[src/rtl/core/rpcv_pkg.sv]
// Shared types, RAM addresses, operation codes and the sine table builder
// for the cube vertex projector. Depends on nothing.
`timescale 1ns / 1ps

package rpcv_pkg;

   localparam int RAM_DEPTH = 32;
   localparam int ADDR_W = $clog2(RAM_DEPTH);

   localparam logic [ADDR_W-1:0] A_CX   = 5'd0;
   localparam logic [ADDR_W-1:0] A_SX   = 5'd1;
   localparam logic [ADDR_W-1:0] A_CY   = 5'd2;
   localparam logic [ADDR_W-1:0] A_SY   = 5'd3;
   localparam logic [ADDR_W-1:0] A_CZ   = 5'd4;
   localparam logic [ADDR_W-1:0] A_SZ   = 5'd5;
   localparam logic [ADDR_W-1:0] A_SYCZ = 5'd6;
   localparam logic [ADDR_W-1:0] A_SYSZ = 5'd7;
   localparam logic [ADDR_W-1:0] A_M0   = 5'd8;
   localparam logic [ADDR_W-1:0] A_M1   = 5'd9;
   localparam logic [ADDR_W-1:0] A_M2   = 5'd10;
   localparam logic [ADDR_W-1:0] A_M3   = 5'd11;
   localparam logic [ADDR_W-1:0] A_M4   = 5'd12;
   localparam logic [ADDR_W-1:0] A_M5   = 5'd13;
   localparam logic [ADDR_W-1:0] A_M6   = 5'd14;
   localparam logic [ADDR_W-1:0] A_M7   = 5'd15;
   localparam logic [ADDR_W-1:0] A_M8   = 5'd16;
   localparam logic [ADDR_W-1:0] A_C0   = 5'd17;
   localparam logic [ADDR_W-1:0] A_C1   = 5'd18;
   localparam logic [ADDR_W-1:0] A_C2   = 5'd19;

   localparam logic [63:0] PI_Q60 = 64'h3243F6A8885A308D;
   localparam logic [63:0] PI_DIV180 = PI_Q60 / 64'd180;
   localparam logic [63:0] PI_MOD180 = PI_Q60 % 64'd180;

   typedef enum logic [3:0] {
      OP_TRIG,
      OP_MUL,
      OP_MULADD,
      OP_MULSUB,
      OP_NEG,
      OP_MOV,
      OP_ADD,
      OP_SUB,
      OP_ADDK,
      OP_DIV,
      OP_MULINV,
      OP_SCALEX,
      OP_SCALEY
   } op_type;

   typedef struct packed {
      op_type            op;
      logic [ADDR_W-1:0] ra;
      logic [ADDR_W-1:0] rb;
      logic [ADDR_W-1:0] wa;
      logic              capture;
      logic              ex_en;
      logic              wb_en;
      logic              div_start;
      logic              emit;
      logic [2:0]        vtx;
   } cmd_type;

   typedef struct packed {
      logic div_done;
      logic rsp_full;
   } sts_type;

   typedef logic [31:0] sin_rom_type [0:90];

   // Restoring long division, used only while the sine table is built.
   function automatic logic [63:0] udiv64(logic [63:0] num, logic [63:0] den);
      logic [63:0] q;
      logic [64:0] r;
      q = '0;
      r = '0;
      for (int i = 63; i >= 0; i--) begin
         r = {r[63:0], num[i]};
         if (r >= {1'b0, den}) begin
            r = r - {1'b0, den};
            q[i] = 1'b1;
         end
      end
      return q;
   endfunction

   function automatic sin_rom_type build_sin_rom(int frac);
      sin_rom_type rom;
      logic [63:0] x;
      logic [63:0] x2;
      logic [63:0] term;
      logic [63:0] sum;
      logic [63:0] dd;
      logic [63:0] dv;
      logic [127:0] p;
      for (int d = 0; d <= 90; d++) begin
         dd = 64'(d);
         x = PI_DIV180 * dd + udiv64(PI_MOD180 * dd, 64'd180);
         p = 128'(x) * 128'(x);
         x2 = p[123:60];
         term = x;
         sum = x;
         for (int n = 1; n <= 16; n++) begin
            p = 128'(term) * 128'(x2);
            dv = 64'((2 * n) * (2 * n + 1));
            term = udiv64(p[123:60], dv);
            if (n[0]) begin
               sum = sum - term;
            end else begin
               sum = sum + term;
            end
         end
         sum = sum + (64'd1 << (59 - frac));
         dv = sum >> (60 - frac);
         rom[d] = dv[31:0];
      end
      return rom;
   endfunction

endpackage

[src/rtl/core/rpcv_ctrl.sv]
// Controller: sequences the matrix build and the eight vertex programs
// through the datapath. Uses rpcv_pkg.
`timescale 1ns / 1ps

module rpcv_ctrl
   import rpcv_pkg::*;
(
   input  logic    clock,
   input  logic    reset,
   input  logic    req_valid,
   output logic    req_ready,
   input  sts_type sts,
   output cmd_type cmd
);

   typedef enum logic [2:0] {
      S_IDLE,
      S_RD,
      S_EX,
      S_WB,
      S_DIV,
      S_EMIT
   } state_type;

   state_type  state_ff;
   logic [4:0] pc_ff;
   logic       vert_ff;
   logic [2:0] vtx_ff;

   op_type            op;
   logic [ADDR_W-1:0] ra;
   logic [ADDR_W-1:0] rb;
   logic [ADDR_W-1:0] wa;
   logic              px_neg;
   logic              last_op;

   always_comb begin
      op = OP_MOV;
      ra = A_CX;
      rb = A_CX;
      wa = A_CX;
      px_neg = (vtx_ff == 3'd1 || vtx_ff == 3'd2 || vtx_ff == 3'd5 || vtx_ff == 3'd6);
      if (!vert_ff) begin
         unique case (pc_ff)
            5'd0:  begin op = OP_TRIG; wa = A_CX; end
            5'd1:  begin op = OP_TRIG; wa = A_SX; end
            5'd2:  begin op = OP_TRIG; wa = A_CY; end
            5'd3:  begin op = OP_TRIG; wa = A_SY; end
            5'd4:  begin op = OP_TRIG; wa = A_CZ; end
            5'd5:  begin op = OP_TRIG; wa = A_SZ; end
            5'd6:  begin op = OP_MUL; ra = A_SY; rb = A_CZ; wa = A_SYCZ; end
            5'd7:  begin op = OP_MUL; ra = A_SY; rb = A_SZ; wa = A_SYSZ; end
            5'd8:  begin op = OP_MUL; ra = A_CY; rb = A_CZ; wa = A_M0; end
            5'd9:  begin op = OP_MUL; ra = A_CY; rb = A_SZ; wa = A_M1; end
            5'd10: begin op = OP_NEG; ra = A_SY; wa = A_M2; end
            5'd11: begin op = OP_MUL; ra = A_SX; rb = A_SYCZ; wa = A_M3; end
            5'd12: begin op = OP_MULSUB; ra = A_CX; rb = A_SZ; wa = A_M3; end
            5'd13: begin op = OP_MUL; ra = A_SX; rb = A_SYSZ; wa = A_M4; end
            5'd14: begin op = OP_MULADD; ra = A_CX; rb = A_CZ; wa = A_M4; end
            5'd15: begin op = OP_MUL; ra = A_SX; rb = A_CY; wa = A_M5; end
            5'd16: begin op = OP_MUL; ra = A_CX; rb = A_SYCZ; wa = A_M6; end
            5'd17: begin op = OP_MULADD; ra = A_SX; rb = A_SZ; wa = A_M6; end
            5'd18: begin op = OP_MUL; ra = A_CX; rb = A_SYSZ; wa = A_M7; end
            5'd19: begin op = OP_MULSUB; ra = A_SX; rb = A_CZ; wa = A_M7; end
            default: begin op = OP_MUL; ra = A_CX; rb = A_CY; wa = A_M8; end
         endcase
      end else begin
         unique case (pc_ff)
            5'd0:  begin op = px_neg ? OP_NEG : OP_MOV; ra = A_M0; wa = A_C0; end
            5'd1:  begin op = vtx_ff[1] ? OP_SUB : OP_ADD; ra = A_M1; wa = A_C0; end
            5'd2:  begin op = vtx_ff[2] ? OP_SUB : OP_ADD; ra = A_M2; wa = A_C0; end
            5'd3:  begin op = px_neg ? OP_NEG : OP_MOV; ra = A_M3; wa = A_C1; end
            5'd4:  begin op = vtx_ff[1] ? OP_SUB : OP_ADD; ra = A_M4; wa = A_C1; end
            5'd5:  begin op = vtx_ff[2] ? OP_SUB : OP_ADD; ra = A_M5; wa = A_C1; end
            5'd6:  begin op = px_neg ? OP_NEG : OP_MOV; ra = A_M6; wa = A_C2; end
            5'd7:  begin op = vtx_ff[1] ? OP_SUB : OP_ADD; ra = A_M7; wa = A_C2; end
            5'd8:  begin op = vtx_ff[2] ? OP_SUB : OP_ADD; ra = A_M8; wa = A_C2; end
            5'd9:  op = OP_ADDK;
            5'd10: op = OP_DIV;
            5'd11: begin op = OP_MULINV; ra = A_C0; end
            5'd12: op = OP_SCALEX;
            5'd13: begin op = OP_MULINV; ra = A_C1; end
            default: op = OP_SCALEY;
         endcase
      end
      last_op = vert_ff ? (pc_ff == 5'd14) : (pc_ff == 5'd20);
   end

   assign req_ready = (state_ff == S_IDLE);
   assign cmd.op = op;
   assign cmd.ra = ra;
   assign cmd.rb = rb;
   assign cmd.wa = wa;
   assign cmd.capture = req_valid && (state_ff == S_IDLE);
   assign cmd.ex_en = (state_ff == S_EX);
   assign cmd.wb_en = (state_ff == S_WB);
   assign cmd.div_start = (state_ff == S_EX) && (op == OP_DIV);
   assign cmd.emit = (state_ff == S_EMIT) && !sts.rsp_full;
   assign cmd.vtx = vtx_ff;

   always_ff @(posedge clock) begin
      if (reset) begin
         state_ff <= S_IDLE;
         pc_ff <= '0;
         vert_ff <= 1'b0;
         vtx_ff <= '0;
      end else begin
         unique case (state_ff)
            S_IDLE: begin
               if (req_valid) begin
                  state_ff <= S_RD;
                  pc_ff <= '0;
                  vert_ff <= 1'b0;
                  vtx_ff <= '0;
               end
            end
            S_RD: state_ff <= S_EX;
            S_EX: state_ff <= (op == OP_DIV) ? S_DIV : S_WB;
            S_WB, S_DIV: begin
               if (state_ff == S_WB || sts.div_done) begin
                  if (last_op && !vert_ff) begin
                     vert_ff <= 1'b1;
                     pc_ff <= '0;
                     vtx_ff <= '0;
                     state_ff <= S_RD;
                  end else if (last_op) begin
                     state_ff <= S_EMIT;
                  end else begin
                     pc_ff <= pc_ff + 1'b1;
                     state_ff <= S_RD;
                  end
               end
            end
            default: begin
               if (!sts.rsp_full) begin
                  if (vtx_ff == 3'd7) begin
                     state_ff <= S_IDLE;
                  end else begin
                     vtx_ff <= vtx_ff + 1'b1;
                     pc_ff <= '0;
                     state_ff <= S_RD;
                  end
               end
            end
         endcase
      end
   end

   a_emit_free: assert property (@(posedge clock) disable iff (reset)
      cmd.emit |-> !sts.rsp_full)
      else $error("result word loaded while the output register is occupied");

   a_div_resume: assert property (@(posedge clock) disable iff (reset)
      (state_ff == S_DIV && sts.div_done) |=> (state_ff == S_RD && pc_ff == 5'd11))
      else $error("sequencer did not resume after the divide");

   a_accept_start: assert property (@(posedge clock) disable iff (reset)
      cmd.capture |=> (state_ff == S_RD && pc_ff == 5'd0 && !vert_ff))
      else $error("accepted word did not start the matrix program");

endmodule

[config.mk]
export PLATFORM = sky130hd
export DESIGN_NAME = rpcv_ctrl
export DESIGN_NICKNAME = d
export VERILOG_FILES = /design/src/rtl/core/rpcv_pkg.sv /design/src/rtl/core/rpcv_ctrl.sv
export SDC_FILE = /design/constraint.sdc
export NUM_CORES = 1
export LEC_CHECK = 0
export BUFFER_PORTS_ARGS = -buffer_cell sky130_fd_sc_hd__buf_2
export CORE_AREA = 3 3 61 63
export DETAILED_ROUTE_END_ITERATION = 16
export DIE_AREA = 0 0 64 66
export GPL_TIMING_DRIVEN = 0
export PLACE_DENSITY = 0.8
export SYNTH_ARGS = -nofsm -noshare
export SYNTH_HDL_FRONTEND = slang
export SYNTH_SLANG_ARGS = --single-unit
[constraint.sdc]
create_clock -name clock -period 1.9 [get_ports clock]
set_input_delay 0 -clock clock [delete_from_list [all_inputs] [get_ports clock]]
set_output_delay 0 -clock clock [all_outputs]
set_load 0.01 [all_outputs]
* Word-level counts from Yosys, hierarchy flattened *
Index checks and enable logic that the tools add are counted.

word-level totals
  register bits after elaboration = 12
  input port bits = 5
  output and inout bits = 28
  logic and storage cells = 126

cells by class
  add/sub/neg operators = 2
  equality and inequality tests = 38
  mux-type cells = 40
  bitwise gates (word level) = 1
  reduce and logical (&&, ||, !) cells = 41

operators with widths
  cell                                                             number
  5-bit one-hot mux with 16 select lines                           1
  5-bit one-hot mux with 11 select lines                           1
  5-bit by 4-bit == test with 1-bit output, second input constant  8
  5-bit 2-to-1 mux                                                 8
  3-bit 2-to-1 mux                                                 12
  5-bit one-hot mux with 3 select lines                            2
  4-bit one-hot mux with 7 select lines                            1
  5-bit == test, second input constant                             5
  3-bit one-hot mux with 4 select lines                            2
  2-bit OR reduction                                               12
  3-bit OR reduction                                               7
  5-bit by 3-bit == test with 1-bit output, second input constant  4
  3-bit == test, second input constant                             5
  3-bit one-hot mux with 5 select lines                            1
  6-bit AND reduction                                              2
  5-bit by 2-bit == test with 1-bit output, second input constant  2
  3-bit by 2-bit == test with 1-bit output, second input constant  3
  3-bit one-hot mux with 3 select lines                            1
  1-bit 2-to-1 mux                                                 8
  4-bit OR reduction                                               2
  7-bit OR reduction                                               1
  3-bit by 1-bit == test with 1-bit output, second input constant  2
  2-bit != test, second input constant                             3
  3-bit by 2-bit != test with 1-bit output, second input constant  2
  20 further kinds                                                 27

* Depth between registers and ports, before layout *
  word-level depth = 10
  gate-level depth with buffers = 11
  gate-level depth less buffers = 9

* Worst setup path before layout *
No wires, ideal clock.

  path type = register to register
  start point = register pc_ff[1]
  end point = register state_ff[0]
  setup time = 0.116 ns
  data arrival time = 2.139 ns
  data required time = 1.784 ns
  setup slack = -0.355 ns
  stages on the path, launching flop included = 10
  path buffers = 1
  period minus slack after synthesis = 2.255 ns
  path through = dfxtp_1 inv_1 ha_1 buf_2 nor4_1 o221ai_1 a22oi_2 nand4_1 inv_1 nor2_1

RTL lines
  element                 RTL line          text
  start, declared         rpcv_ctrl.sv:26   logic [4:0] pc_ff;
  start signal, assigned  rpcv_ctrl.sv:129  pc_ff <= pc_ff + 1'b1;
  end signal, assigned    rpcv_ctrl.sv:118  S_EX: state_ff <= (op == OP_DIV) ? S_DIV : S_WB;
  end, declared           rpcv_ctrl.sv:25   state_type state_ff;

==> out/metrics.yaml <==
clock_skew_ps: 3.194
worst-path-max-fanout: 2
synthFlopType: "dfxtp_1"
routedWlPerCell_um: 20.34
synth_edf_count: 0
p_sw_share_pct: 41.58
grt_pass1_wl_um: 9991
dr.pass1.iters: 5
p_leak_nw: 1.173
die_w_um: 64
drv_cap: 0
dp_hpwl_um: 3665
syn_inst: 238
rsz0062_at_grt: "true"
synth_area_um2: 1598
post-route-min-period_ps: 2364
violations: "negative setup slack"
wl_um: 7341
status: "finished, violations left"
clk_path_buf_depth: 2
peakVddDrop_v: 0.0004560
drc: 0
p_comb_share_pct: 62.0
grt_pass1_vias: 2049
cts.sinks: 12
slew_violations: 0
dr.max_layer_used: "met4"
ys_types: 60
grt_antenna_before_repair: 0
final_cells: 361
worstSetupEndpointType: "output pin"
die_area_um2: 4224
finalWorstSetupSlack_ps: -464.2
fp.dieH_um: 66
async_reset_ff_share_pct: 0
diodes: 0
grt_overflow: 0
cts_root_buf: "clkbuf_4"
yosysWarnings: 0
internal_power_mw: 0.7684
seq_area_frac_synth_pct: 15.04
placedCellCount: 314
htreeDepth: 1
hold_violations: 0
critPathLaunchType: "register"
cts_buffers: 3
numPortBuffers: 29
critPathRequiredTime_ps: 1900
grt.total_usage_pct: 30.08
clkLatencyLatePin_ps: 280
dp_slack_ps: -277.9
ant_nets: 0
grt_max_degree: 11
fin_hold_ws_ps: 11.70
core_um2: 3284
clock_power_share_pct: 16.2
max_slew.worst_pin.slew_ps: 676.5
totalNegativeSetupSlack_ps: -5996
synth_top_cell_area_share_pct: 15.04
arrival_ps: 2360
area_growth_pct: 71.10
hp-class: "primary input to register"
final_util_pct: 83.24
syn_avg_cell_area_um2: 6.713
final-setup-viol-count: 26
cts.clk_slew.worst_paths_ps: 80
drt-met1-wl_um: 2568
ys_ff_latch: 12
ios: 33
routabilityCongestion: 1.021
fmax_mhz: 423.0
powerDensity_nw_per_um2: 481.1
hold_buffers: 0
vias: 2388
wl_met2_um: 3411
dr.first_iter.drc_count: 376
rows: 21
avgViaCountPerCell: 6.615
max_slew_margin_pct: 54.90
layout-drive-gt1-share_pct: 55.24
netlist_top_cells_area: "dfxtp_1 (15%), nor2_1 (6.1%), ha_1 (5.5%), a21oi_1 (4.7%), nand2_1 (4.5%)"
start_util_pct: 48.65
worst-setup-path-type: "register to output pin"
switching_power_mw: 0.5469
yosys.area.top_type: "dfxtp_1"
p_seq_share_pct: 21.7
cts_tree: "built"
nNetsFinal: 328
fin_crit_sh_pct: 124.4
wl_met3_um: 792
==> cells in the final DEF, fill, tap and decap left out, drive strengths merged, types with 3 or more instances in the layout <==
cell type  instances
buf               93
nor2              27
nand2             19
a21oi             15
nor3              13
o21ai             12
dfxtp             12
inv               12
clkbuf             8
nand2b             7
ha                 7
a31oi              6
nand3              5
o22ai              5
mux2i              5
o31ai              5
and2               4
nor4               4
o21a               3
xnor2              3
nor2b              3
and3               3
o221ai             3
a22oi              3
or2                3
or3                3
==> cells in the mapped netlist, types with 3 or more instances <==
master / number
nor2_1: 26
nand2_1: 19
a21oi_1: 15
nor3_1: 13
dfxtp_1: 12
o21ai_0: 12
inv_1: 10
buf_2: 8
clkbuf_1: 8
ha_1: 7
nand2b_1: 7
a31oi_1: 6
mux2i_1: 5
nand3_1: 5
o22ai_1: 5
and2_1: 4
buf_1: 4
buf_4: 4
nor4_1: 4
o31ai_1: 4
nor2b_1: 3
o21a_1: 3
o221ai_1: 3
or2_2: 3
or3_1: 3
xnor2_1: 3
==> state kept, by name, summed over array words and instances (netlist names) <==
register  cells
pc_ff         5
state_ff      3
vtx_ff        3
vert_ff       1
==> worst paths after layout <==
check,startpoint,to,slack (ps),cells past startpoint
max,pc_ff[2]$_SDFFE_PP0P_,cmd[12],-460,12
min,reset,vtx_ff[2]$_SDFFE_PP0P_,10,3
max reg2reg,pc_ff[1]$_SDFFE_PP0P_,vtx_ff[0]$_SDFFE_PP0P_,-330,9
min reg2reg,vtx_ff[0]$_SDFFE_PP0P_,vtx_ff[0]$_SDFFE_PP0P_,540,2
==> cell type report <==
type	instances	area, µm²
well taps	46	57.56
inverters	12	55.05
multi-input cells	190	1600
repair buffers	74	530.5
flip-flops and latches	12	254.0
plain buffers	23	200.2
fillers	180	550.5
clock buffers	4	36.28
==> power groups by stage <==
stage | logic [mW] | clock network [mW] | registers [mW]
5_1_grt | 0.854 | 0.219 | 0.287
6_report | 0.816 | 0.213 | 0.286
4_1_cts | 0.685 | 0.213 | 0.284
2_1_floorplan | 0.376 | 0 | 0.288
3_3_place_gp | 0.500 | 0 | 0.287
3_5_place_dp | 0.505 | 0 | 0.288
==> per-layer routing <==
metal  vias to the layer above  GRT usage [%]
met5                         -              0
met4                         0          22.37
met3                        70          3.401
met2                       240          51.35
met1                      1054          34.43
li1                       1024              -
==> cell families (layout without fill, tap and decap cells) <==
| family | count (synthesis) | after routing | share of synthesized area, % |
|---|---|---|---|
| AND/OR/NAND/NOR | 101 | 101 | 32.34 |
| AO/OA/AOI/OAI | 71 | 71 | 30.85 |
| buffers and inverters | 37 | 113 | 10.73 |
| flip-flops | 12 | 12 | 15.04 |
| adder cells (fa/ha/maj) | 7 | 7 | 5.481 |
| multiplexers | 5 | 5 | 3.132 |
| XOR/XNOR | 4 | 4 | 2.193 |
| other | 1 | 2 | 0.2347 |
==> worst max-delay path, stage by stage, from the launching register on <==
cell,delay [ps]
dfxtp_2,340
buf_6,130
buf_6,110
buf_8,110
buf_8,110
and3_4,140
ha_4,170
a221oi_4,210
and3_1,210
nand2_1,60
o21a_1,180
a41oi_2,140
buf_2,160
==> metrics by stage <==
step	area, µm²	total power [mW]
floorplan	1740	0.6634
global placement	1943	0.7869
detailed placement	1943	0.7925
CTS	2526	1.181
global route	2734	1.360
finish	2734	1.315
==> repair_timing <==
item	CTS	global route
pin swaps	30	29
cloned	1	0
setup endpoints to repair	27	30
resized for setup	80	35
endpoints found under the hold margin	0	0
buffers inserted	33	16
No activity file was read; power rests on OpenSTA's default activity.
