**src/rtl/core/rpcv_pkg.sv**
```systemverilog
// Shared types, RAM addresses, operation codes and the sine table builder
// for the cube vertex projector. Depends on nothing.
`timescale 1ns / 1ps

package rpcv_pkg;

   localparam int RAM_DEPTH = 32;
   localparam int ADDR_W = $clog2(RAM_DEPTH);

   localparam logic [ADDR_W-1:0] A_CX   = 5'd0;
   localparam logic [ADDR_W-1:0] A_SX   = 5'd1;
   localparam logic [ADDR_W-1:0] A_CY   = 5'd2;
   localparam logic [ADDR_W-1:0] A_SY   = 5'd3;
   localparam logic [ADDR_W-1:0] A_CZ   = 5'd4;
   localparam logic [ADDR_W-1:0] A_SZ   = 5'd5;
   localparam logic [ADDR_W-1:0] A_SYCZ = 5'd6;
   localparam logic [ADDR_W-1:0] A_SYSZ = 5'd7;
   localparam logic [ADDR_W-1:0] A_M0   = 5'd8;
   localparam logic [ADDR_W-1:0] A_M1   = 5'd9;
   localparam logic [ADDR_W-1:0] A_M2   = 5'd10;
   localparam logic [ADDR_W-1:0] A_M3   = 5'd11;
   localparam logic [ADDR_W-1:0] A_M4   = 5'd12;
   localparam logic [ADDR_W-1:0] A_M5   = 5'd13;
   localparam logic [ADDR_W-1:0] A_M6   = 5'd14;
   localparam logic [ADDR_W-1:0] A_M7   = 5'd15;
   localparam logic [ADDR_W-1:0] A_M8   = 5'd16;
   localparam logic [ADDR_W-1:0] A_C0   = 5'd17;
   localparam logic [ADDR_W-1:0] A_C1   = 5'd18;
   localparam logic [ADDR_W-1:0] A_C2   = 5'd19;

   localparam logic [63:0] PI_Q60 = 64'h3243F6A8885A308D;
   localparam logic [63:0] PI_DIV180 = PI_Q60 / 64'd180;
   localparam logic [63:0] PI_MOD180 = PI_Q60 % 64'd180;

   typedef enum logic [3:0] {
      OP_TRIG,
      OP_MUL,
      OP_MULADD,
      OP_MULSUB,
      OP_NEG,
      OP_MOV,
      OP_ADD,
      OP_SUB,
      OP_ADDK,
      OP_DIV,
      OP_MULINV,
      OP_SCALEX,
      OP_SCALEY
   } op_type;

   typedef struct packed {
      op_type            op;
      logic [ADDR_W-1:0] ra;
      logic [ADDR_W-1:0] rb;
      logic [ADDR_W-1:0] wa;
      logic              capture;
      logic              ex_en;
      logic              wb_en;
      logic              div_start;
      logic              emit;
      logic [2:0]        vtx;
   } cmd_type;

   typedef struct packed {
      logic div_done;
      logic rsp_full;
   } sts_type;

   typedef logic [31:0] sin_rom_type [0:90];

   // Restoring long division, used only while the sine table is built.
   function automatic logic [63:0] udiv64(logic [63:0] num, logic [63:0] den);
      logic [63:0] q;
      logic [64:0] r;
      q = '0;
      r = '0;
      for (int i = 63; i >= 0; i--) begin
         r = {r[63:0], num[i]};
         if (r >= {1'b0, den}) begin
            r = r - {1'b0, den};
            q[i] = 1'b1;
         end
      end
      return q;
   endfunction

   function automatic sin_rom_type build_sin_rom(int frac);
      sin_rom_type rom;
      logic [63:0] x;
      logic [63:0] x2;
      logic [63:0] term;
      logic [63:0] sum;
      logic [63:0] dd;
      logic [63:0] dv;
      logic [127:0] p;
      for (int d = 0; d <= 90; d++) begin
         dd = 64'(d);
         x = PI_DIV180 * dd + udiv64(PI_MOD180 * dd, 64'd180);
         p = 128'(x) * 128'(x);
         x2 = p[123:60];
         term = x;
         sum = x;
         for (int n = 1; n <= 16; n++) begin
            p = 128'(term) * 128'(x2);
            dv = 64'((2 * n) * (2 * n + 1));
            term = udiv64(p[123:60], dv);
            if (n[0]) begin
               sum = sum - term;
            end else begin
               sum = sum + term;
            end
         end
         sum = sum + (64'd1 << (59 - frac));
         dv = sum >> (60 - frac);
         rom[d] = dv[31:0];
      end
      return rom;
   endfunction

endpackage

```
**src/rtl/core/rpcv_ram.sv**
```systemverilog
// Generic RAM with one write port and two registered read ports.
// Depends on nothing.
`timescale 1ns / 1ps

module rpcv_ram #(
   parameter int WIDTH = 32,
   parameter int DEPTH = 32,
   localparam int AW = $clog2(DEPTH)
) (
   input  logic             clock,
   input  logic             wr_en,
   input  logic [AW-1:0]    wr_addr,
   input  logic [WIDTH-1:0] wr_data,
   input  logic [AW-1:0]    rd_addr_a,
   input  logic [AW-1:0]    rd_addr_b,
   output logic [WIDTH-1:0] rd_data_a,
   output logic [WIDTH-1:0] rd_data_b
);

   logic [WIDTH-1:0] mem_ff [0:DEPTH-1];
   logic [WIDTH-1:0] rd_a_ff;
   logic [WIDTH-1:0] rd_b_ff;

   always_ff @(posedge clock) begin
      if (wr_en) begin
         mem_ff[wr_addr] <= wr_data;
      end
      rd_a_ff <= mem_ff[rd_addr_a];
      rd_b_ff <= mem_ff[rd_addr_b];
   end

   assign rd_data_a = rd_a_ff;
   assign rd_data_b = rd_b_ff;

endmodule

```
**src/rtl/core/rpcv_datapath.sv**
```systemverilog
// Datapath: operand RAM, sine table, shared multiplier, bit-serial divider,
// projection clamp and the result word register. Uses rpcv_pkg and rpcv_ram.
`timescale 1ns / 1ps

module rpcv_datapath
   import rpcv_pkg::*;
#(
   parameter int FRAC_BITS = 24,
   parameter int DISPLAY_WIDTH = 96,
   parameter int DISPLAY_HEIGHT = 64,
   localparam int XW = $clog2(DISPLAY_WIDTH),
   localparam int YW = $clog2(DISPLAY_HEIGHT)
) (
   input  logic          clock,
   input  logic          reset,
   input  cmd_type       cmd,
   output sts_type       sts,
   input  logic [8:0]    rot_x_deg,
   input  logic [8:0]    rot_y_deg,
   input  logic [8:0]    rot_z_deg,
   input  logic          rsp_ready,
   output logic          rsp_valid,
   output logic [2:0]    rsp_vertex_index,
   output logic [XW-1:0] rsp_screen_x,
   output logic [YW-1:0] rsp_screen_y,
   output logic          rsp_last_point
);

   localparam sin_rom_type SIN_ROM = build_sin_rom(FRAC_BITS);
   localparam logic signed [31:0] FOUR = 32'sd4 <<< FRAC_BITS;
   localparam logic signed [31:0] CENTER_Y = 32'(DISPLAY_HEIGHT / 2);
   localparam logic signed [63:0] CX64 = 64'(DISPLAY_WIDTH / 2);
   localparam logic signed [63:0] CY64 = 64'(DISPLAY_HEIGHT / 2);
   localparam logic signed [63:0] XMAX = 64'(DISPLAY_WIDTH - 1);
   localparam logic signed [63:0] YMAX = 64'(DISPLAY_HEIGHT - 1);
   localparam int DIV_STEPS = 2 * FRAC_BITS + 1;
   localparam int CW = $clog2(DIV_STEPS);

   logic [8:0] ang_x_ff;
   logic [8:0] ang_y_ff;
   logic [8:0] ang_z_ff;
   logic signed [31:0] acc_ff;
   logic signed [63:0] product_ff;
   logic signed [31:0] inv_ff;
   logic [XW-1:0] out_x_ff;
   logic [YW-1:0] out_y_ff;

   logic          div_busy_ff;
   logic          div_done_ff;
   logic [CW-1:0] div_cnt_ff;
   logic [31:0]   div_d_ff;
   logic [31:0]   div_rem_ff;
   logic [31:0]   div_q_ff;
   logic          div_neg_ff;
   logic          div_zero_ff;

   logic          rsp_valid_ff;
   logic [2:0]    rsp_vtx_ff;
   logic [XW-1:0] rsp_x_ff;
   logic [YW-1:0] rsp_y_ff;
   logic          rsp_last_ff;

   logic signed [31:0] ram_a;
   logic signed [31:0] ram_b;
   logic               ram_we;
   logic signed [31:0] result;
   logic signed [31:0] opa;
   logic signed [31:0] opb;
   logic signed [63:0] shifted;
   logic signed [31:0] fm;
   logic signed [63:0] scr;
   logic [8:0]         ang;
   logic [8:0]         ang_red;
   logic [9:0]         ang_cos;
   logic [8:0]         ang_q;
   logic [6:0]         rom_idx;
   logic               rom_neg;
   logic signed [31:0] trig;
   logic [32:0]        rem_sh;
   logic [32:0]        rem_sub;
   logic               q_bit;
   logic [31:0]        rem_next;
   logic [31:0]        q_next;
   logic [31:0]        denom_mag;

   rpcv_ram #(
      .WIDTH(32),
      .DEPTH(RAM_DEPTH)
   ) u_ram (
      .clock    (clock),
      .wr_en    (ram_we),
      .wr_addr  (cmd.wa),
      .wr_data  (result),
      .rd_addr_a(cmd.ra),
      .rd_addr_b(cmd.rb),
      .rd_data_a(ram_a),
      .rd_data_b(ram_b)
   );

   always_comb begin
      unique case (cmd.wa[2:1])
         2'd0:    ang = ang_x_ff;
         2'd1:    ang = ang_y_ff;
         default: ang = ang_z_ff;
      endcase
      ang_red = (ang >= 9'd360) ? ang - 9'd360 : ang;
      ang_cos = {1'b0, ang_red};
      if (!cmd.wa[0]) begin
         ang_cos = {1'b0, ang_red} + 10'd90;
         if (ang_cos >= 10'd360) begin
            ang_cos = ang_cos - 10'd360;
         end
      end
      ang_q = ang_cos[8:0];
      priority if (ang_q <= 9'd90) begin
         rom_idx = ang_q[6:0];
         rom_neg = 1'b0;
      end else if (ang_q <= 9'd180) begin
         rom_idx = 7'(9'd180 - ang_q);
         rom_neg = 1'b0;
      end else if (ang_q <= 9'd270) begin
         rom_idx = 7'(ang_q - 9'd180);
         rom_neg = 1'b1;
      end else begin
         rom_idx = 7'(9'd360 - ang_q);
         rom_neg = 1'b1;
      end
      trig = rom_neg ? -$signed(SIN_ROM[rom_idx]) : $signed(SIN_ROM[rom_idx]);
   end

   always_comb begin
      opa = (cmd.op == OP_SCALEX || cmd.op == OP_SCALEY) ? acc_ff : ram_a;
      if (cmd.op == OP_MULINV) begin
         opb = inv_ff;
      end else if (cmd.op == OP_SCALEX || cmd.op == OP_SCALEY) begin
         opb = CENTER_Y;
      end else begin
         opb = ram_b;
      end
      shifted = product_ff >>> FRAC_BITS;
      fm = shifted[31:0];
      if (cmd.op == OP_SCALEX) begin
         scr = CX64 + shifted;
      end else begin
         scr = CY64 - shifted;
      end
   end

   always_comb begin
      unique case (cmd.op)
         OP_TRIG:   result = trig;
         OP_MUL:    result = fm;
         OP_MULADD: result = acc_ff + fm;
         OP_MULSUB: result = acc_ff - fm;
         OP_NEG:    result = -ram_a;
         OP_MOV:    result = ram_a;
         OP_ADD:    result = acc_ff + ram_a;
         OP_SUB:    result = acc_ff - ram_a;
         OP_ADDK:   result = acc_ff + FOUR;
         OP_MULINV: result = fm;
         default:   result = acc_ff;
      endcase
      ram_we = cmd.wb_en && (cmd.op == OP_TRIG || cmd.op == OP_MUL
         || cmd.op == OP_MULADD || cmd.op == OP_MULSUB || cmd.op == OP_NEG
         || cmd.op == OP_MOV || cmd.op == OP_ADD || cmd.op == OP_SUB);
   end

   always_comb begin
      denom_mag = acc_ff[31] ? 32'(-acc_ff) : acc_ff;
      rem_sh = {div_rem_ff, (div_cnt_ff == CW'(DIV_STEPS - 1))};
      rem_sub = rem_sh - {1'b0, div_d_ff};
      q_bit = !rem_sub[32];
      rem_next = q_bit ? rem_sub[31:0] : rem_sh[31:0];
      q_next = {div_q_ff[30:0], q_bit};
   end

   always_ff @(posedge clock) begin
      if (cmd.capture) begin
         ang_x_ff <= rot_x_deg;
         ang_y_ff <= rot_y_deg;
         ang_z_ff <= rot_z_deg;
      end
      if (cmd.ex_en) begin
         product_ff <= opa * opb;
      end
      if (cmd.wb_en && cmd.op != OP_DIV && cmd.op != OP_SCALEX
         && cmd.op != OP_SCALEY) begin
         acc_ff <= result;
      end
      if (cmd.wb_en && cmd.op == OP_SCALEX) begin
         if (scr < 0) begin
            out_x_ff <= '0;
         end else if (scr > XMAX) begin
            out_x_ff <= XMAX[XW-1:0];
         end else begin
            out_x_ff <= scr[XW-1:0];
         end
      end
      if (cmd.wb_en && cmd.op == OP_SCALEY) begin
         if (scr < 0) begin
            out_y_ff <= '0;
         end else if (scr > YMAX) begin
            out_y_ff <= YMAX[YW-1:0];
         end else begin
            out_y_ff <= scr[YW-1:0];
         end
      end
      if (cmd.div_start) begin
         div_d_ff <= denom_mag;
         div_neg_ff <= acc_ff[31];
         div_zero_ff <= (acc_ff == 0);
         div_rem_ff <= '0;
         div_q_ff <= '0;
      end else if (div_busy_ff) begin
         div_rem_ff <= rem_next;
         div_q_ff <= q_next;
         if (div_cnt_ff == '0) begin
            if (div_zero_ff) begin
               inv_ff <= '0;
            end else if (div_neg_ff) begin
               inv_ff <= -$signed(q_next);
            end else begin
               inv_ff <= $signed(q_next);
            end
         end
      end
      if (cmd.emit) begin
         rsp_vtx_ff <= cmd.vtx;
         rsp_x_ff <= out_x_ff;
         rsp_y_ff <= out_y_ff;
         rsp_last_ff <= (cmd.vtx == 3'd7);
      end
   end

   always_ff @(posedge clock) begin
      if (reset) begin
         div_busy_ff <= 1'b0;
         div_done_ff <= 1'b0;
         div_cnt_ff <= '0;
         rsp_valid_ff <= 1'b0;
      end else begin
         div_done_ff <= 1'b0;
         if (cmd.div_start) begin
            div_busy_ff <= 1'b1;
            div_cnt_ff <= CW'(DIV_STEPS - 1);
         end else if (div_busy_ff) begin
            if (div_cnt_ff == '0) begin
               div_busy_ff <= 1'b0;
               div_done_ff <= 1'b1;
            end else begin
               div_cnt_ff <= div_cnt_ff - 1'b1;
            end
         end
         if (cmd.emit) begin
            rsp_valid_ff <= 1'b1;
         end else if (rsp_ready) begin
            rsp_valid_ff <= 1'b0;
         end
      end
   end

   assign sts.div_done = div_done_ff;
   assign sts.rsp_full = rsp_valid_ff && !rsp_ready;
   assign rsp_valid = rsp_valid_ff;
   assign rsp_vertex_index = rsp_vtx_ff;
   assign rsp_screen_x = rsp_x_ff;
   assign rsp_screen_y = rsp_y_ff;
   assign rsp_last_point = rsp_last_ff;

endmodule

```
**config.mk**
```make
export PLATFORM = sky130hd
export DESIGN_NAME = rpcv_datapath
export DESIGN_NICKNAME = d
export VERILOG_FILES = /design/src/rtl/core/rpcv_pkg.sv /design/src/rtl/core/rpcv_ram.sv /design/src/rtl/core/rpcv_datapath.sv
export SDC_FILE = /design/constraint.sdc
export NUM_CORES = 2
export LEC_CHECK = 0
export BUFFER_PORTS_ARGS = -buffer_cell sky130_fd_sc_hd__buf_2
export CORE_UTILIZATION = 51
export DETAILED_ROUTE_END_ITERATION = 12
export HOLD_SLACK_MARGIN = 0.08
export PLACE_DENSITY_LB_ADDON = 0.3
export SLEW_MARGIN = 15
export SYNTH_ARGS = -nofsm -noshare
export SYNTH_HDL_FRONTEND = slang
export SYNTH_HIERARCHICAL = 1
export SYNTH_SLANG_ARGS = --single-unit
```
**constraint.sdc**
```tcl
create_clock -name clock -period 24.5 [get_ports clock]
set_input_delay 4.9 -clock clock [delete_from_list [all_inputs] [get_ports clock]]
set_output_delay 4.9 -clock clock [all_outputs]
set_load 0.05 [all_outputs]
```
# After elaboration in Yosys (flattened, before gate mapping)
# Memories as Yosys holds them, arrays and structs flattened. A register that Yosys moved wholly into a read port is not among the register bits.
# Cells that the tools add are included.
[totals] elab_cells=140 memories=2 out_inout_bits=20 input_bits=57 mem_bits_ro=4096 regBits=291 ramBits=1024
[memory_table] memory="(name not given)" words=128 width=32 read_ports=1 rd_ports_with_merged_regs=0 write_ports=0 line="rpcv_datapath.sv:128" text="trig = rom_neg ? -$signed(SIN_ROM[rom_idx]) : $signed(SIN_ROM[rom_idx]);"
[memory_table] memory="u_ram.mem_ff" words=32 width=32 read_ports=2 rd_ports_with_merged_regs=2 write_ports=1 line="rpcv_ram.sv:20" text="logic [WIDTH-1:0] mem_ff [0:DEPTH-1];"
[classes] n_mux=33 magnitude_cmp=9 n_mul=1 reduce_logical=30 eq_ne=18 bitwise_logic=4 addsub=19
[op_table] operator="case mux 32 bit (9 select lines)" n=1
[op_table] operator="two-way mux 32 bit" n=8
[op_table] operator="negation 32 bit" n=4
[op_table] operator="adder 32 bit" n=2
[op_table] operator="greater-than comparator 64 x 7 -> 1 bit, second input constant" n=1
[op_table] operator="greater-than comparator 64 x 8 -> 1 bit, second input constant" n=1
[op_table] operator="less-than comparator 64 x 1 -> 1 bit, second input constant" n=1
[op_table] operator="multiplier 32 x 32 -> 64 bit" n=1
[op_table] operator="two-way mux 64 bit" n=1
[op_table] operator="subtractor 32 bit" n=2
[op_table] operator="adder 7 x 40 -> 41 bit, first input constant" n=1
[op_table] operator="subtractor 7 x 40 -> 41 bit, first input constant" n=1
[op_table] operator="subtractor 33 x 32 -> 33 bit" n=1
[op_table] operator="adder 32 x 28 -> 32 bit, second input constant" n=1
[op_table] operator="logical NOT 32 bit" n=1
[op_table] operator="two-way mux 31 bit" n=1
[op_table] operator="two-way mux 7 bit" n=4
[op_table] operator="two-way mux 9 bit" n=3
[op_table] operator="two-way mux 6 bit" n=4
[op_table] operator="case mux 9 bit (2 select lines)" n=1
[op_table] operator="subtractor 9 bit, second input constant" n=2
[op_table] operator="== test 4 x 3 -> 1 bit, second input constant" n=4
[op_table] operator="== test 4 bit, second input constant" n=4
[op_table] operator="!= test 4 bit, second input constant" n=3
[op_table] operator="other kinds (31)" n=61

# Logic depth before layout (Yosys ltp)
[logic_depth] ltp_word=19 ltp_mapped=46 depth_no_buf=43

# Hierarchy
# The synthesis kept the hierarchy.
[by_module_without_submodules] mod="rpcv_datapath" seq_area_each_um2=7297.0 cells_per_inst=6771 n_inst=1 area_per_inst_um2=58608.7
[by_module_without_submodules] mod="rpcv_ram" seq_area_each_um2=32030.7 cells_per_inst=3450 n_inst=1 area_per_inst_um2=50070.5

# Least setup slack after synthesis
# Ideal clock, no wire load.
[synth_timing] kind="input port to flip-flop" start="input port cmd[25] (netlist name)" end="register product_ff[60], data pin" setup_slack_ns=9.713 setup_ns=0.274 stages=40 t_required_ns=24.226 n_path_buf=4 t_arrival_ns=14.513 cell_sequence="clkbuf_1 > o21ai_0 > nand3_1 > clkbuf_1 > buf_1 > nand3_1 > nand2_1 > clkbuf_1 > nand2_1 > fa_1 > inv_1 > fa_1 > fa_1 > fa_1 > inv_1 > fa_1 > inv_1 > fa_1 > [4 not listed] > a21o_1 > a21oi_1 > o21ai_0 > nand3_1 > nand2_1 > a41o_1 > a221o_1 > a21oi_1 > o21ai_0 > a41oi_1 > o21ai_0 > nand4_1 > a21boi_0 > o21ai_0 > nand2_1 > a221oi_1 > o41ai_1 > xor2_1"
[synth_between] elab_chain_cells=5 word_cells_on_any_way=8 classes_between="1 x mul; 3 x eq/ne; 3 x mux; 1 x reduce/logical"
[synth_lines] element="start, declared" line="rpcv_datapath.sv:16" text="input cmd_type cmd,"
[synth_lines] element="== test 4 bit" line="rpcv_datapath.sv:132, rpcv_datapath.sv:135"
[synth_lines] element="logical OR 1 bit" line="rpcv_datapath.sv:132, rpcv_datapath.sv:135"
[synth_lines] element="two-way mux 32 bit" line="rpcv_datapath.sv:135" text="end else if (cmd.op == OP_SCALEX || cmd.op == OP_SCALEY) begin"
[synth_lines] element="two-way mux 32 bit" line="rpcv_datapath.sv:133" text="if (cmd.op == OP_MULINV) begin"
[synth_lines] element="multiplier 32 x 32 -> 64 bit (*)" line="rpcv_datapath.sv:184" text="product_ff <= opa * opb;"
[synth_lines] element="end signal, assigned" line="rpcv_datapath.sv:184"
[synth_lines] element="end, declared" line="rpcv_datapath.sv:43" text="logic signed [63:0] product_ff;"
# Every way passes the cells marked *; elsewhere a longest branch is shown, timed or not.
# A chain may end at the register's enable or synchronous reset.

# Worst setup path after layout
[layout_timing] start="input port cmd[23] (netlist name)" end="register product_ff[62], data pin"
# Same word-level chain as after synthesis.

==> impl_metrics.toml <==
[outcome]
status = "completed"

[clock_network]
holdBufCountCts = 0
cts_made_buffers = 140
cts_tree = "built"
clock_sinks = 1355
post_cts_resized = 0
ctsHtreeMaxLevel = 4
clock_latency_ns = 0.80
clk_pin_slew_ns = 0.06
cts_max_path_buffers = 3
cts_setup_buffers = 0
clockRootBuffer = "clkbuf_16"

[final_layout]
area_delta_synth_final_pct = 7.05
drive_gt1_share_pct = 7.21
layout_commonest_cell = "nand2_1"
nets = 11400
stdcell_count = 13000
final_cell_mix = "1,265 x nand2_1, 1,219 x edfxtp_1, 1,206 x inv_1"
fillers = 18100

[worst_setup_path]
crit_type = "input port to register"
reg2reg_from = "u_ram/rd_data_a[18]"
timing.rr.end = "product_ff[62]"
critPathLaunchType = "input port"
reg2reg_depth = 31
cp_max_fo = 61
required_ns = 25.05
cpPeakStageDelay_ns = 0.88
crit_slowest_cell = "nand2_1"
r2r_setup_slack_ns = 12.99
cp.arrival_ns = 17.85
endpoint_kind = "register"
cpMostUsedCell = "fa_1"

[detailed_routing]
avgRoutedWirePerCell_um = 28.0
first_iter_violations = 9929
wl_um = 364000
drc_errors = 0
vias = 82800
drtAntennaViolNets = 0
avgViaCountPerCell = 6.38
dr.pass1.iters = 8

[hold_path]
min_delay_path_depth = 0
min_path_type = "register to register"
hold_end = "rsp_screen_x[1]"
min_from = "out_x_ff[1]"

[synth]
synth.distinct_cells = 126
syn-cell-area_mm2 = 0.109
synth-seq-cells = 1355
synth.avg_cell_area_um2 = 10.6
yosys_warnings = 6
synth_edf_count = 1219
synth_async_sr_flop_share_pct = 0
synth.yosys.seq_area_share_pct = 36.2
syn_inst = 10200
synth_flop_cell = "edfxtp_1"
syn_nets = 11600

[placement]
place_ws_ns = 6.55
place.gp.congestion = 0.984
hpwl_um = 243000
placedCellCount = 12700
portBuffers = 76

[sta]
hold_viol = 0
min_period_ns = 17.30
finalSetupViolCount = 0
setup_tns_ns = 0
rsz0062_at_grt = "no"
fin_skew_ns = 0.0471
worst_pin_slew_ns = 1.24
slew_headroom_pct = 15.5
max_freq_mhz = 57.8
fin_ws_ns = 7.20
finalCritPeriodShare_pct = 70.6
slew_violations = 0

[global_routing]
grt_overflow_total = 0
antenna_found_initial = 19
grt_pass1_wl_um = 537000
grt_pass1_vias = 82900
grtUsageTotal_pct = 33.5
grt_max_degree = 130

[floorplan]
die_area_mm2 = 0.215
rows = 169
io_pins = 77
start_util_pct = 51.3
die_x_um = 464
die_y_um = 464
core_mm2 = 0.212

[run]
maxCapViolCount = 0
## flip-flops by register name, indices dropped and copies added (netlist names), 31 cells and up
signal / count
acc_ff: 32
u_ram/mem_ff: 1024
u_ram/rd_data_a: 32
div_d_ff: 32
u_ram/rd_data_b: 32
product_ff: 40
div_q_ff: 31
div_rem_ff: 32
inv_ff: 32
## cell usage after synthesis (43+ instances only)
cell type,number,area share [%]
a221oi_1,63,0.51
a22o_1,133,1.1
mux2i_1,1120,10
a31oi_1,100,0.58
edfxtp_1,1219,34
o21ai_0,211,0.97
xor2_1,87,0.70
nor2_1,637,2.2
nor3_1,154,0.71
inv_1,1206,4.2
a211oi_1,43,0.30
xnor2_1,166,1.3
buf_4,60,0.41
ha_1,272,3.1
a21oi_1,381,1.8
dfxtp_1,136,2.5
fa_1,1084,20
buf_2,98,0.45
buf_6,56,0.58
a22oi_1,200,1.4
clkbuf_1,394,1.4
nand3_1,291,1.3
nand2_1,1267,4.4
or3_1,57,0.33
## worst max-delay path by stage
| stage | from | slack [ns] | cells past startpoint | end |
|---|---|---|---|---|
| 6_report | cmd[23] | 7.20 | 36 | product_ff[62] |
| 5_1_grt | cmd[23] | 6.56 | 36 | product_ff[60] |
| 4_1_cts | cmd[23] | 7.35 | 36 | product_ff[62] |
| 3_5_place_dp | cmd[23] | 6.55 | 36 | product_ff[62] |
| 3_3_place_gp | cmd[23] | 6.85 | 36 | product_ff[62] |
| 2_1_floorplan | cmd[25] | 9.71 | 40 | product_ff[60] |
## metrics by stage
| step | instance area (um^2) | utilization, % | hold slack [ns] |
|---|---|---|---|
| 6_report | 116000 | 54.9 | 0.416 |
| 4_1_cts | 116000 | 54.9 | 0.417 |
| 3_5_place_dp | 112000 | 52.8 | 0.405 |
| 2_1_floorplan | 109000 | - | 0.400 |
| 5_1_grt | 116000 | 54.9 | 0.423 |
| 3_3_place_gp | 112000 | 52.8 | 0.404 |
## critical path: cells and delay by family
kind,cells,cell delay (ns)
xor gates and xnor gates,1,0.12
and+or+nand+nor,7,2.24
AOI/OAI and AO/OA,12,4.55
buffers and inverters,7,1.55
adders and majority gates,9,4.40
## per-layer routing
layer | up-vias | routed length [um] | track usage [%]
li1 | 34900 | - | -
met1 | 41800 | 141000 | 45.2
met2 | 5127 | 162000 | 51.0
met3 | 1088 | 40600 | 7.37
met4 | 10 | 21000 | 16.9
met5 | - | 62 | 0
## cells by family after synthesis
group | count (synthesis) | share of synthesized area, %
flops | 1355 | 36.2
buf+inv | 1848 | 7.11
compound gates | 1554 | 9.95
simple gates | 2698 | 10.9
xor+xnor | 257 | 2.10
fa+ha+maj | 1356 | 23.1
mux | 1153 | 10.7
## cell type report
type / instances / area [um^2] / share of cell area, %
diodes: 11 / 27.5 / 0.0237
clock buffers: 179 / 3760 / 3.24
clock inverters: 77 / 702 / 0.603
inverters: 1213 / 4560 / 3.92
multi-input cells: 7018 / 62300 / 53.5
flip-flops and latches: 1355 / 39300 / 33.8
well taps: 2821 / 3530 / 3.03
repair buffers: 301 / 2160 / 1.86
Power is left out: the tool's default activity adds up to more than one toggle a clock period on the data nets, which glitch-free logic cannot reach.
